[src/ffba_pkg.sv]
// shared types and constants of the first-fit block allocator
// no dependencies; used by the controller, the datapath and the top level
package ffba_pkg;

    // extra bytes a remainder must carry beyond one header before a split
    localparam int SPLIT_SLACK = 16;

    // result status codes
    typedef enum logic [2:0] {
        ST_OK    = 3'd0,
        ST_ZERO  = 3'd1,
        ST_NOFIT = 3'd2,
        ST_FULL  = 3'd3,
        ST_SMALL = 3'd4
    } ffba_status_t;

    // controller states
    typedef enum logic [2:0] {
        S_IDLE,
        S_DECODE,
        S_WALK,
        S_HIT,
        S_UPDATE,
        S_RESULT
    } ffba_state_t;

    // commands from the controller to the datapath
    typedef struct packed {
        logic         load_req;
        logic         add_write;
        logic         alloc_start;
        logic         walk_step;
        logic         hit_eval;
        logic         split_write;
        logic         update_write;
        logic         set_status;
        logic         set_addr;
        ffba_status_t status_code;
    } ffba_cmd_t;

    // status flags from the datapath to the controller
    typedef struct packed {
        logic is_alloc;
        logic size_zero;
        logic size_small;
        logic table_full;
        logic chain_empty;
        logic hit;
        logic walk_end;
        logic split_ok;
    } ffba_flags_t;

endpackage

[src/ffba_ram.sv]
// generic single-port-write, single-port-read memory with registered read
// no dependencies
module ffba_ram #(
    parameter int WIDTH = 8,
    parameter int DEPTH = 16
) (
    input  logic                     clk,
    input  logic                     we,
    input  logic [$clog2(DEPTH)-1:0] waddr,
    input  logic [WIDTH-1:0]         wdata,
    input  logic                     re,
    input  logic [$clog2(DEPTH)-1:0] raddr,
    output logic [WIDTH-1:0]         rdata
);

    logic [WIDTH-1:0] mem [DEPTH];

    // write port
    always_ff @(posedge clk)
    begin
        if (we)
        begin
            mem[waddr] <= wdata;
        end
    end

    // registered read, holds while re is low
    always_ff @(posedge clk)
    begin
        if (re)
        begin
            rdata <= mem[raddr];
        end
    end

endmodule

[src/ffba_ctrl.sv]
// controller state machine of the first-fit block allocator
// depends on ffba_pkg (state, command and flag types)
module ffba_ctrl (
    input  logic                 clk,
    input  logic                 rst_n,
    input  logic                 start,
    output logic                 busy,
    output logic                 done,
    input  ffba_pkg::ffba_flags_t flags,
    output ffba_pkg::ffba_cmd_t   cmd
);

    ffba_pkg::ffba_state_t state_reg;
    ffba_pkg::ffba_state_t state_next;

    // state register
    always_ff @(posedge clk or negedge rst_n)
    begin
        if (!rst_n)
        begin
            state_reg <= ffba_pkg::S_IDLE;
        end
        else
        begin
            state_reg <= state_next;
        end
    end

    // next state and commands
    always_comb
    begin
        state_next      = state_reg;
        cmd             = '0;
        cmd.status_code = ffba_pkg::ST_OK;
        busy            = 1'b1;
        done            = 1'b0;
        unique case (state_reg)
            ffba_pkg::S_IDLE:
            begin
                busy = 1'b0;
                if (start)
                begin
                    cmd.load_req = 1'b1;
                    state_next   = ffba_pkg::S_DECODE;
                end
            end
            ffba_pkg::S_DECODE:
            begin
                if (!flags.is_alloc)
                begin
                    cmd.set_status = 1'b1;
                    state_next     = ffba_pkg::S_RESULT;
                    priority if (flags.size_zero)
                        cmd.status_code = ffba_pkg::ST_ZERO;
                    else if (flags.size_small)
                        cmd.status_code = ffba_pkg::ST_SMALL;
                    else if (flags.table_full)
                        cmd.status_code = ffba_pkg::ST_FULL;
                    else
                    begin
                        cmd.status_code = ffba_pkg::ST_OK;
                        cmd.add_write   = 1'b1;
                    end
                end
                else
                begin
                    priority if (flags.size_zero)
                    begin
                        cmd.set_status  = 1'b1;
                        cmd.status_code = ffba_pkg::ST_ZERO;
                        state_next      = ffba_pkg::S_RESULT;
                    end
                    else if (flags.chain_empty)
                    begin
                        cmd.set_status  = 1'b1;
                        cmd.status_code = ffba_pkg::ST_NOFIT;
                        state_next      = ffba_pkg::S_RESULT;
                    end
                    else
                    begin
                        cmd.alloc_start = 1'b1;
                        state_next      = ffba_pkg::S_WALK;
                    end
                end
            end
            ffba_pkg::S_WALK:
            begin
                priority if (flags.hit)
                    state_next = ffba_pkg::S_HIT;
                else if (flags.walk_end)
                begin
                    cmd.set_status  = 1'b1;
                    cmd.status_code = ffba_pkg::ST_NOFIT;
                    state_next      = ffba_pkg::S_RESULT;
                end
                else
                    cmd.walk_step = 1'b1;
            end
            ffba_pkg::S_HIT:
            begin
                cmd.hit_eval    = 1'b1;
                cmd.split_write = flags.split_ok;
                state_next      = ffba_pkg::S_UPDATE;
            end
            ffba_pkg::S_UPDATE:
            begin
                cmd.update_write = 1'b1;
                cmd.set_status   = 1'b1;
                cmd.set_addr     = 1'b1;
                cmd.status_code  = ffba_pkg::ST_OK;
                state_next       = ffba_pkg::S_RESULT;
            end
            ffba_pkg::S_RESULT:
            begin
                done       = 1'b1;
                state_next = ffba_pkg::S_IDLE;
            end
            default:
            begin
                state_next = ffba_pkg::S_IDLE;
            end
        endcase
    end

    // an accepted transaction keeps the unit busy
    a_accept_busy: assert property (@(posedge clk) disable iff (!rst_n)
        (start && !busy) |=> busy)
        else $error("accepted transaction did not make the unit busy");

    // the result strobe ends the transaction
    a_done_idle: assert property (@(posedge clk) disable iff (!rst_n)
        done |=> !busy)
        else $error("unit still busy after result strobe");

    // a chain walk step is only issued while walking
    a_walk_state: assert property (@(posedge clk) disable iff (!rst_n)
        cmd.walk_step |-> (state_reg == ffba_pkg::S_WALK && !flags.hit))
        else $error("walk step outside the walk");

endmodule

[src/ffba_dpath.sv]
// datapath of the first-fit block allocator: request registers, chain head,
// slot count, walk pointer and the descriptor table in ffba_ram
// depends on ffba_pkg and ffba_ram
module ffba_dpath #(
    parameter int MAX_NODES    = 16,
    parameter int HEADER_BYTES = 32,
    parameter int NODE_BYTES   = 32,
    parameter int ADDR_WIDTH   = 32
) (
    input  logic                  clk,
    input  logic                  rst_n,
    input  logic                  req_type,
    input  logic [31:0]           region_addr,
    input  logic [31:0]           req_size,
    input  ffba_pkg::ffba_cmd_t   cmd,
    output ffba_pkg::ffba_flags_t flags,
    output logic [2:0]            status,
    output logic [31:0]           block_addr
);

    localparam int IW = $clog2(MAX_NODES + 1);
    localparam int XW = $clog2(MAX_NODES);
    localparam int CW = (ADDR_WIDTH > 32) ? ADDR_WIDTH : 32;
    localparam int CX = CW + 1;
    localparam int DW = 3 * ADDR_WIDTH + 1 + IW;

    localparam logic [IW-1:0] END_IX   = IW'(MAX_NODES);
    localparam logic [IW-1:0] LAST_STEP = IW'(MAX_NODES - 1);
    localparam logic [CX-1:0] HDR_X    = CX'(HEADER_BYTES);
    localparam logic [CX-1:0] NODE_X   = CX'(NODE_BYTES);
    localparam logic [CX-1:0] SLACK_X  = CX'(HEADER_BYTES + ffba_pkg::SPLIT_SLACK);
    localparam logic [31:0]   MIN_ADD  = 32'(2 * NODE_BYTES);

    // request and control registers
    logic                  req_type_reg;
    logic [31:0]           region_reg;
    logic [31:0]           size_reg;
    logic [IW-1:0]         head_reg;
    logic [IW-1:0]         head_next;
    logic [IW-1:0]         slots_reg;
    logic [IW-1:0]         slots_next;
    logic [IW-1:0]         cur_reg;
    logic [IW-1:0]         steps_reg;
    logic                  split_reg;
    logic [2:0]            status_reg;
    logic [31:0]           addr_reg;

    // descriptor table ports
    logic                  ram_we;
    logic [XW-1:0]         ram_waddr;
    logic [DW-1:0]         ram_wdata;
    logic                  ram_re;
    logic [XW-1:0]         ram_raddr;
    logic [DW-1:0]         ram_rdata;

    // fields of the descriptor just read
    logic [ADDR_WIDTH-1:0] rd_base;
    logic [ADDR_WIDTH-1:0] rd_total;
    logic [ADDR_WIDTH-1:0] rd_usable;
    logic                  rd_free;
    logic [IW-1:0]         rd_next;

    // arithmetic
    logic [CX-1:0]         size_x;
    logic [CX-1:0]         total_x;
    logic [CX-1:0]         usable_x;
    logic [CX-1:0]         need_x;
    logic [CX-1:0]         diff_x;
    logic [ADDR_WIDTH-1:0] data_a;
    logic [ADDR_WIDTH-1:0] new_base;
    logic [ADDR_WIDTH-1:0] new_total;
    logic [ADDR_WIDTH-1:0] new_usable;
    logic [ADDR_WIDTH-1:0] add_usable;
    logic [DW-1:0]         add_word;
    logic [DW-1:0]         split_word;
    logic [DW-1:0]         upd_word;

    ffba_ram #(
        .WIDTH (DW),
        .DEPTH (MAX_NODES)
    ) u_table (
        .clk   (clk),
        .we    (ram_we),
        .waddr (ram_waddr),
        .wdata (ram_wdata),
        .re    (ram_re),
        .raddr (ram_raddr),
        .rdata (ram_rdata)
    );

    // descriptor word: {free, next, usable, total, base}
    assign rd_base   = ram_rdata[ADDR_WIDTH-1:0];
    assign rd_total  = ram_rdata[2*ADDR_WIDTH-1:ADDR_WIDTH];
    assign rd_usable = ram_rdata[3*ADDR_WIDTH-1:2*ADDR_WIDTH];
    assign rd_next   = ram_rdata[3*ADDR_WIDTH+IW-1:3*ADDR_WIDTH];
    assign rd_free   = ram_rdata[DW-1];

    // size and address arithmetic, wrapping at the address width; the new usable size floors at zero
    assign size_x     = CX'(size_reg);
    assign total_x    = CX'(rd_total);
    assign usable_x   = CX'(rd_usable);
    assign need_x     = size_x + HDR_X;
    assign diff_x     = total_x - size_x;
    assign data_a     = ADDR_WIDTH'(CX'(rd_base) + HDR_X);
    assign new_base   = ADDR_WIDTH'(CX'(data_a) + size_x);
    assign new_total  = ADDR_WIDTH'(total_x - need_x);
    assign new_usable = (usable_x >= need_x) ? ADDR_WIDTH'(usable_x - need_x) : '0;
    assign add_usable = ADDR_WIDTH'(size_x - NODE_X);

    assign add_word   = {1'b1, head_reg, add_usable, ADDR_WIDTH'(size_x),
                         ADDR_WIDTH'(CX'(region_reg))};
    assign split_word = {1'b1, rd_next, new_usable, new_total, new_base};
    assign upd_word   = split_reg
                      ? {1'b0, IW'(slots_reg - IW'(1)), ADDR_WIDTH'(size_x),
                         ADDR_WIDTH'(need_x), rd_base}
                      : {1'b0, rd_next, rd_usable, rd_total, rd_base};

    // table write and read port selection
    always_comb
    begin
        ram_we    = cmd.add_write | cmd.split_write | cmd.update_write;
        ram_waddr = cmd.update_write ? cur_reg[XW-1:0] : slots_reg[XW-1:0];
        priority if (cmd.add_write)
            ram_wdata = add_word;
        else if (cmd.split_write)
            ram_wdata = split_word;
        else
            ram_wdata = upd_word;
        ram_re    = cmd.alloc_start | cmd.walk_step;
        ram_raddr = cmd.walk_step ? rd_next[XW-1:0] : head_reg[XW-1:0];
    end

    // flags for the controller
    always_comb
    begin
        flags.is_alloc    = req_type_reg;
        flags.size_zero   = (size_reg == 32'd0);
        flags.size_small  = (size_reg < MIN_ADD);
        flags.table_full  = (slots_reg >= END_IX);
        flags.chain_empty = (head_reg >= END_IX);
        flags.hit         = rd_free && (usable_x >= size_x);
        flags.walk_end    = (steps_reg == LAST_STEP) || (rd_next >= END_IX);
        flags.split_ok    = (total_x >= size_x) && (diff_x >= SLACK_X)
                          && (slots_reg < END_IX);
    end

    // chain head and slot count
    always_comb
    begin
        head_next  = head_reg;
        slots_next = slots_reg;
        if (cmd.add_write)
        begin
            head_next  = slots_reg;
            slots_next = slots_reg + IW'(1);
        end
        else if (cmd.split_write)
        begin
            slots_next = slots_reg + IW'(1);
        end
    end

    always_ff @(posedge clk or negedge rst_n)
    begin
        if (!rst_n)
        begin
            head_reg  <= END_IX;
            slots_reg <= '0;
        end
        else
        begin
            head_reg  <= head_next;
            slots_reg <= slots_next;
        end
    end

    // request, walk and result registers
    always_ff @(posedge clk)
    begin
        if (cmd.load_req)
        begin
            req_type_reg <= req_type;
            region_reg   <= region_addr;
            size_reg     <= req_size;
        end
        if (cmd.alloc_start)
        begin
            cur_reg   <= head_reg;
            steps_reg <= '0;
        end
        else if (cmd.walk_step)
        begin
            cur_reg   <= rd_next;
            steps_reg <= steps_reg + IW'(1);
        end
        if (cmd.hit_eval)
        begin
            split_reg <= cmd.split_write;
        end
        if (cmd.set_status)
        begin
            status_reg <= cmd.status_code;
            addr_reg   <= cmd.set_addr ? 32'(CX'(data_a)) : 32'd0;
        end
    end

    assign status     = status_reg;
    assign block_addr = addr_reg;

    // the slot count never passes the table depth
    a_slots_bound: assert property (@(posedge clk) disable iff (!rst_n)
        slots_reg <= END_IX)
        else $error("slot count beyond table depth");

    // the chain head moves only when a region is added
    a_head_move: assert property (@(posedge clk) disable iff (!rst_n)
        !$stable(head_reg) |-> $past(cmd.add_write))
        else $error("chain head changed without an add");

    // a new descriptor is only written while a slot is free
    a_slot_free: assert property (@(posedge clk) disable iff (!rst_n)
        (cmd.add_write || cmd.split_write) |-> (slots_reg < END_IX))
        else $error("descriptor written into a full table");

endmodule

[src/first_fit_block_allocator_unit.sv]
// first-fit block allocator: add requests push free regions onto a descriptor chain,
// allocate requests walk it one descriptor per cycle and may split the block found
// add and early rejects go from decode straight to the result strobe; an allocate goes
// through decode, walk, hit and update to the strobe, or from the walk to it when no
// descriptor fits after at most MAX_NODES visited; next transaction taken the cycle after
// the strobe, walks use the single table read port; reset empties chain and slot count
module first_fit_block_allocator_unit #(
    parameter int MAX_NODES    = 16,
    parameter int HEADER_BYTES = 32,
    parameter int NODE_BYTES   = 32,
    parameter int ADDR_WIDTH   = 32
) (
    input  logic        clk,
    input  logic        rst_n,
    input  logic        start,
    output logic        busy,
    input  logic        req_type,
    input  logic [31:0] region_addr,
    input  logic [31:0] req_size,
    output logic        done,
    output logic [2:0]  status,
    output logic [31:0] block_addr
);

    ffba_pkg::ffba_cmd_t   cmd;
    ffba_pkg::ffba_flags_t flags;

    // controller
    ffba_ctrl u_ctrl (
        .clk   (clk),
        .rst_n (rst_n),
        .start (start),
        .busy  (busy),
        .done  (done),
        .flags (flags),
        .cmd   (cmd)
    );

    // datapath with descriptor table
    ffba_dpath #(
        .MAX_NODES    (MAX_NODES),
        .HEADER_BYTES (HEADER_BYTES),
        .NODE_BYTES   (NODE_BYTES),
        .ADDR_WIDTH   (ADDR_WIDTH)
    ) u_dpath (
        .clk         (clk),
        .rst_n       (rst_n),
        .req_type    (req_type),
        .region_addr (region_addr),
        .req_size    (req_size),
        .cmd         (cmd),
        .flags       (flags),
        .status      (status),
        .block_addr  (block_addr)
    );

endmodule
[config.mk]
export PLATFORM = sky130hd
export DESIGN_NAME = first_fit_block_allocator_unit
export DESIGN_NICKNAME = d
export VERILOG_FILES = /design/src/ffba_pkg.sv /design/src/ffba_ram.sv /design/src/ffba_ctrl.sv /design/src/ffba_dpath.sv /design/src/first_fit_block_allocator_unit.sv
export SDC_FILE = /design/constraint.sdc
export NUM_CORES = 2
export LEC_CHECK = 0
export BUFFER_PORTS_ARGS = -buffer_cell sky130_fd_sc_hd__buf_2
export CAP_MARGIN = 15
export CORE_ASPECT_RATIO = 0.5
export CORE_MARGIN = 2
export CORE_UTILIZATION = 55
export DETAILED_ROUTE_END_ITERATION = 8
export HOLD_SLACK_MARGIN = 0.12
export MAX_ROUTING_LAYER = met4
export PLACE_DENSITY = 0.76
export SLEW_MARGIN = 20
export SYNTH_ARGS = -nofsm -noshare
export SYNTH_HDL_FRONTEND = slang
export SYNTH_SLANG_ARGS = --single-unit
[constraint.sdc]
create_clock -name clk -period 10.5 [get_ports clk]
set_clock_uncertainty 0.05 [all_clocks]
set_input_delay 2.1 -clock clk [delete_from_list [all_inputs] [get_ports clk]]
set_output_delay 2.1 -clock clk [all_outputs]
set_load 0.02 [all_outputs]
==> impl_results.md <==
- Pleak: 32.8 nW
- Antenna violations before repair: 13
- DR iter-0 viols: slightly below 8000
- Final Critical Period: 7550 ps
- DRT met1 WL: between 90000 and 100000 um
- Power Total: approximately 26 mW
- Initial cell density of the core: roughly 55%
- Worst-path clk slew: 70 ps
- Commonest non-fill, non-tap cells in the layout: 1839 x edfxtp_1, 834 x mux2i_1, 433 x o22ai_1
- I/O pin count: 105
- Fillers: 10100
- Worst Hold Class: reg -> reg
- Setup CP Type: reg -> reg
- Crit path required time: 10960 ps
- Root buf cell: clkbuf_16
- Final net count: 5437
- Status: completed
- Cells along the critical path: clkinv_1, ha_1, nand2_1, o21ai_0, a211oi_1, a2111oi_0, nand4_1, nor3_1, nand4_1, nor4_2, nand3_1, nand2_2, buf_4, inv_1, a211oi_1, a221o_1
- Setup slack after layout: 2950 ps
- Global-route usage over all layers: 31.5%
- YS warnings: 0
- Setup TNS Final: 0 ps
- CTS tree: yes
- Most common cell after layout, fill and taps aside: edfxtp_1
- Die Ht: 272 um
- Critical Path Sink Type: register
- Most used DFF post-synth: edfxtp_1
- Worst Path Max Fanout: a little under 50
- Vias in the first global route: 46700
- Reg2reg end: u_dpath.u_table.mem[11][92]
- Antenna Nets Post-Route: 0
- DR top layer: met4
- # clock sinks: approximately 1900
- RR Startpoint: u_dpath.size_reg[31]
- Register area share after synthesis: 70.3%
- Worst reg2reg setup slack: 2950 ps
- Worst Reg-to-Reg Cells: 16
- # Post-CTS Setup Buffers: 0
- Die width: 541 um
- Via count: 49100
- Gate count after technology mapping: 5088
- Reg area: approximately 56000 sq um
- Share of layout cells above drive strength 1: 9.49%
- Rel. slew slack: 20.2%
- RSZ-0062 raised after global routing: false
- DR vias/cell: 6.77
- CP Launch Point: u_dpath.size_reg[31]
- Largest Register: u_dpath.u_table.mem
- Max reg flops: 1632
- CP arrival: 8020 ps
- Pins Over Slew Limit: 0
- Non-filler cells, final: 7243
- EDFF count, synth: ~1800
- Rows: 98
- Delay-heaviest family, CP: compound AO/OA/AOI/OAI gates
- Post-Syn Area: 79200 sq um
- WP buf/inv: 3
- Setup crit end: u_dpath.u_table.mem[11][92]
- Post-Route WL: 229000 um
- Share of flip-flops with an asynchronous set or reset: 0.700%
- Final global-route overflow total: 0
- Startpoint types: register
- Max Cap Viol: 0
- Dpl ws: between 3000 and 4000 ps
- Post-Syn Nets: between 5000 and 6000
- DRC: 0
- DR WL met2: 96800 um
- Placed insts: 6949
- CTS Buf Count: 157
- Largest net degree at the start of global routing: 131
- Multi-input combinational cell area: 22600 sq um
- Worst IR drop on VDD: roughly 0.22 mV
- Area of the die: about 150000 sq um
- H-Tree Depth: 4
- Max Clock Freq: 0.132 GHz
- Post_cts resized: 0
- Area of the core: 143000 sq um
- Met3 WL: 31200 um
- Final setup fails: 0
- Layout area overhead: 10.3%
- Drt pass-1 iters: 7
- Worst-margin pin slew: ~1200 ps
- Fin crit share: 71.9%
- Gp weighted congestion: 1.00
- PortBufs: 104
- Routed wire per std cell: 31.6 um
- Max Root-Sink Buffers: 3
- Biggest regs: u_dpath.u_table.mem (1632), u_dpath.u_table.rdata (102)
- Yosys cell types: 81
- Post-DP HPWL: 142000 um
- Hold buffers post-CTS: 0
- CP max stage cell: a2111oi_0
- #FFs+latches synth: ~1900
- WP depth: 16
- First-pass GRT wire length: 325000 um
- Crit-path max cell delay: 750 ps
- Avg Inst Size Synth: 15.6 sq um
- Clk_lat worst skew: 810 ps
- PD cells: about 300 nW/um^2
- Final hold vios: 0
==> worst register-to-register path, delay by kind of cell (launching register included) <==
family | cells | cell delay [ps]
DFF | 1 | 510
AOI/OAI and AO/OA | 5 | 2230
buffers and inverters | 3 | 1890
adders and majority gates | 1 | 640
and+or+nand+nor | 7 | 1930
==> worst min-delay path by stage <==
stage                                     from              endpoint  slack [ps]  cells after the start
after floorplan           u_dpath.steps_reg[4]  u_dpath.steps_reg[4]         420                      2
after global placement    u_dpath.steps_reg[4]  u_dpath.steps_reg[4]         430                      2
after detailed placement   u_dpath.head_reg[4]   u_dpath.head_reg[4]         460                      1
after CTS                 u_dpath.steps_reg[4]  u_dpath.steps_reg[4]         470                      2
after global routing       u_dpath.head_reg[4]   u_dpath.head_reg[4]         480                      1
final                     u_dpath.steps_reg[4]  u_dpath.steps_reg[4]         460                      2
==> kinds of logic (layout without fill, tap and decap cells) <==
group                    after synthesis  in the layout  synth area share [%]
AO/OA/AOI/OAI                        979            979                  8.10
XOR/XNOR                             176            176                  1.95
adder cells (fa/ha/maj)              158            158                  2.52
buffers and inverters                349            592                  1.74
flip-flops                          1857           1857                  70.3
multiplexers                         840            840                  10.6
other                                  0             12                     0
AND/OR/NAND/NOR                      729            729                  4.81
==> synthesized netlist by cell type (all sizes together) (7+ instances only) <==
library cell	n	share of area, %
or3	8	0.063
buf	104	0.58
nand2	149	0.71
or4	107	1.0
o22ai	433	3.4
o221ai	15	0.17
nor2	173	0.82
clkbuf	158	0.75
or2	8	0.063
a32oi	22	0.24
o31ai	7	0.066
nor4	20	0.17
xor2	53	0.59
o21bai	11	0.10
dfrtp	12	0.38
a21o	60	0.57
nor3	48	0.30
mux2i	835	11
a22oi	11	0.10
o21ai	94	0.59
o211ai	16	0.15
nor3b	7	0.066
ha	155	2.4
a211oi	23	0.23
and3	36	0.28
a21oi	152	0.97
xnor2	123	1.4
nand3	59	0.37
a31oi	24	0.19
nand2b	14	0.11
inv	85	0.40
nand4	28	0.22
o21a	14	0.13
nor2b	17	0.13
edfxtp	1839	70
a221o	32	0.40
a41oi	7	0.077
and2	39	0.31
==> layer usage <==
layer  up-vias  track usage (%)
met5         -                -
met4         0             9.26
met3       436             7.81
met2      3380             43.7
met1     24700             46.2
li1      20600                -
==> power by group <==
group | internal, mW | total (mW) | switching [mW]
clock | 2.98 | 5.61 | 2.63
sequential | 10.5 | 11.2 | 0.694
combinational | 3.09 | 9.65 | 6.57
==> stage by stage <==
stage / utilization [%] / hold slack (ps) / area, sq um
after floorplan: - / 421 / 79200
after global placement: 57.6 / 432 / 82300
after detailed placement: 57.6 / 456 / 82400
after CTS: 61.0 / 465 / 87200
after global routing: 61.1 / 478 / 87300
final: 61.1 / 461 / 87300
==> cell type report <==
class / instances / area share [%]
well taps: 1900 / 2.72
repair buffers: 226 / 1.79
clock inverters: 74 / 0.665
inverters: 87 / 0.374
diodes: 12 / 0.0344
clock buffers: 205 / 4.85
multi-input cells: 2882 / 25.8
flip-flops and latches: 1857 / 63.7
(Power assumes the default switching activity.)
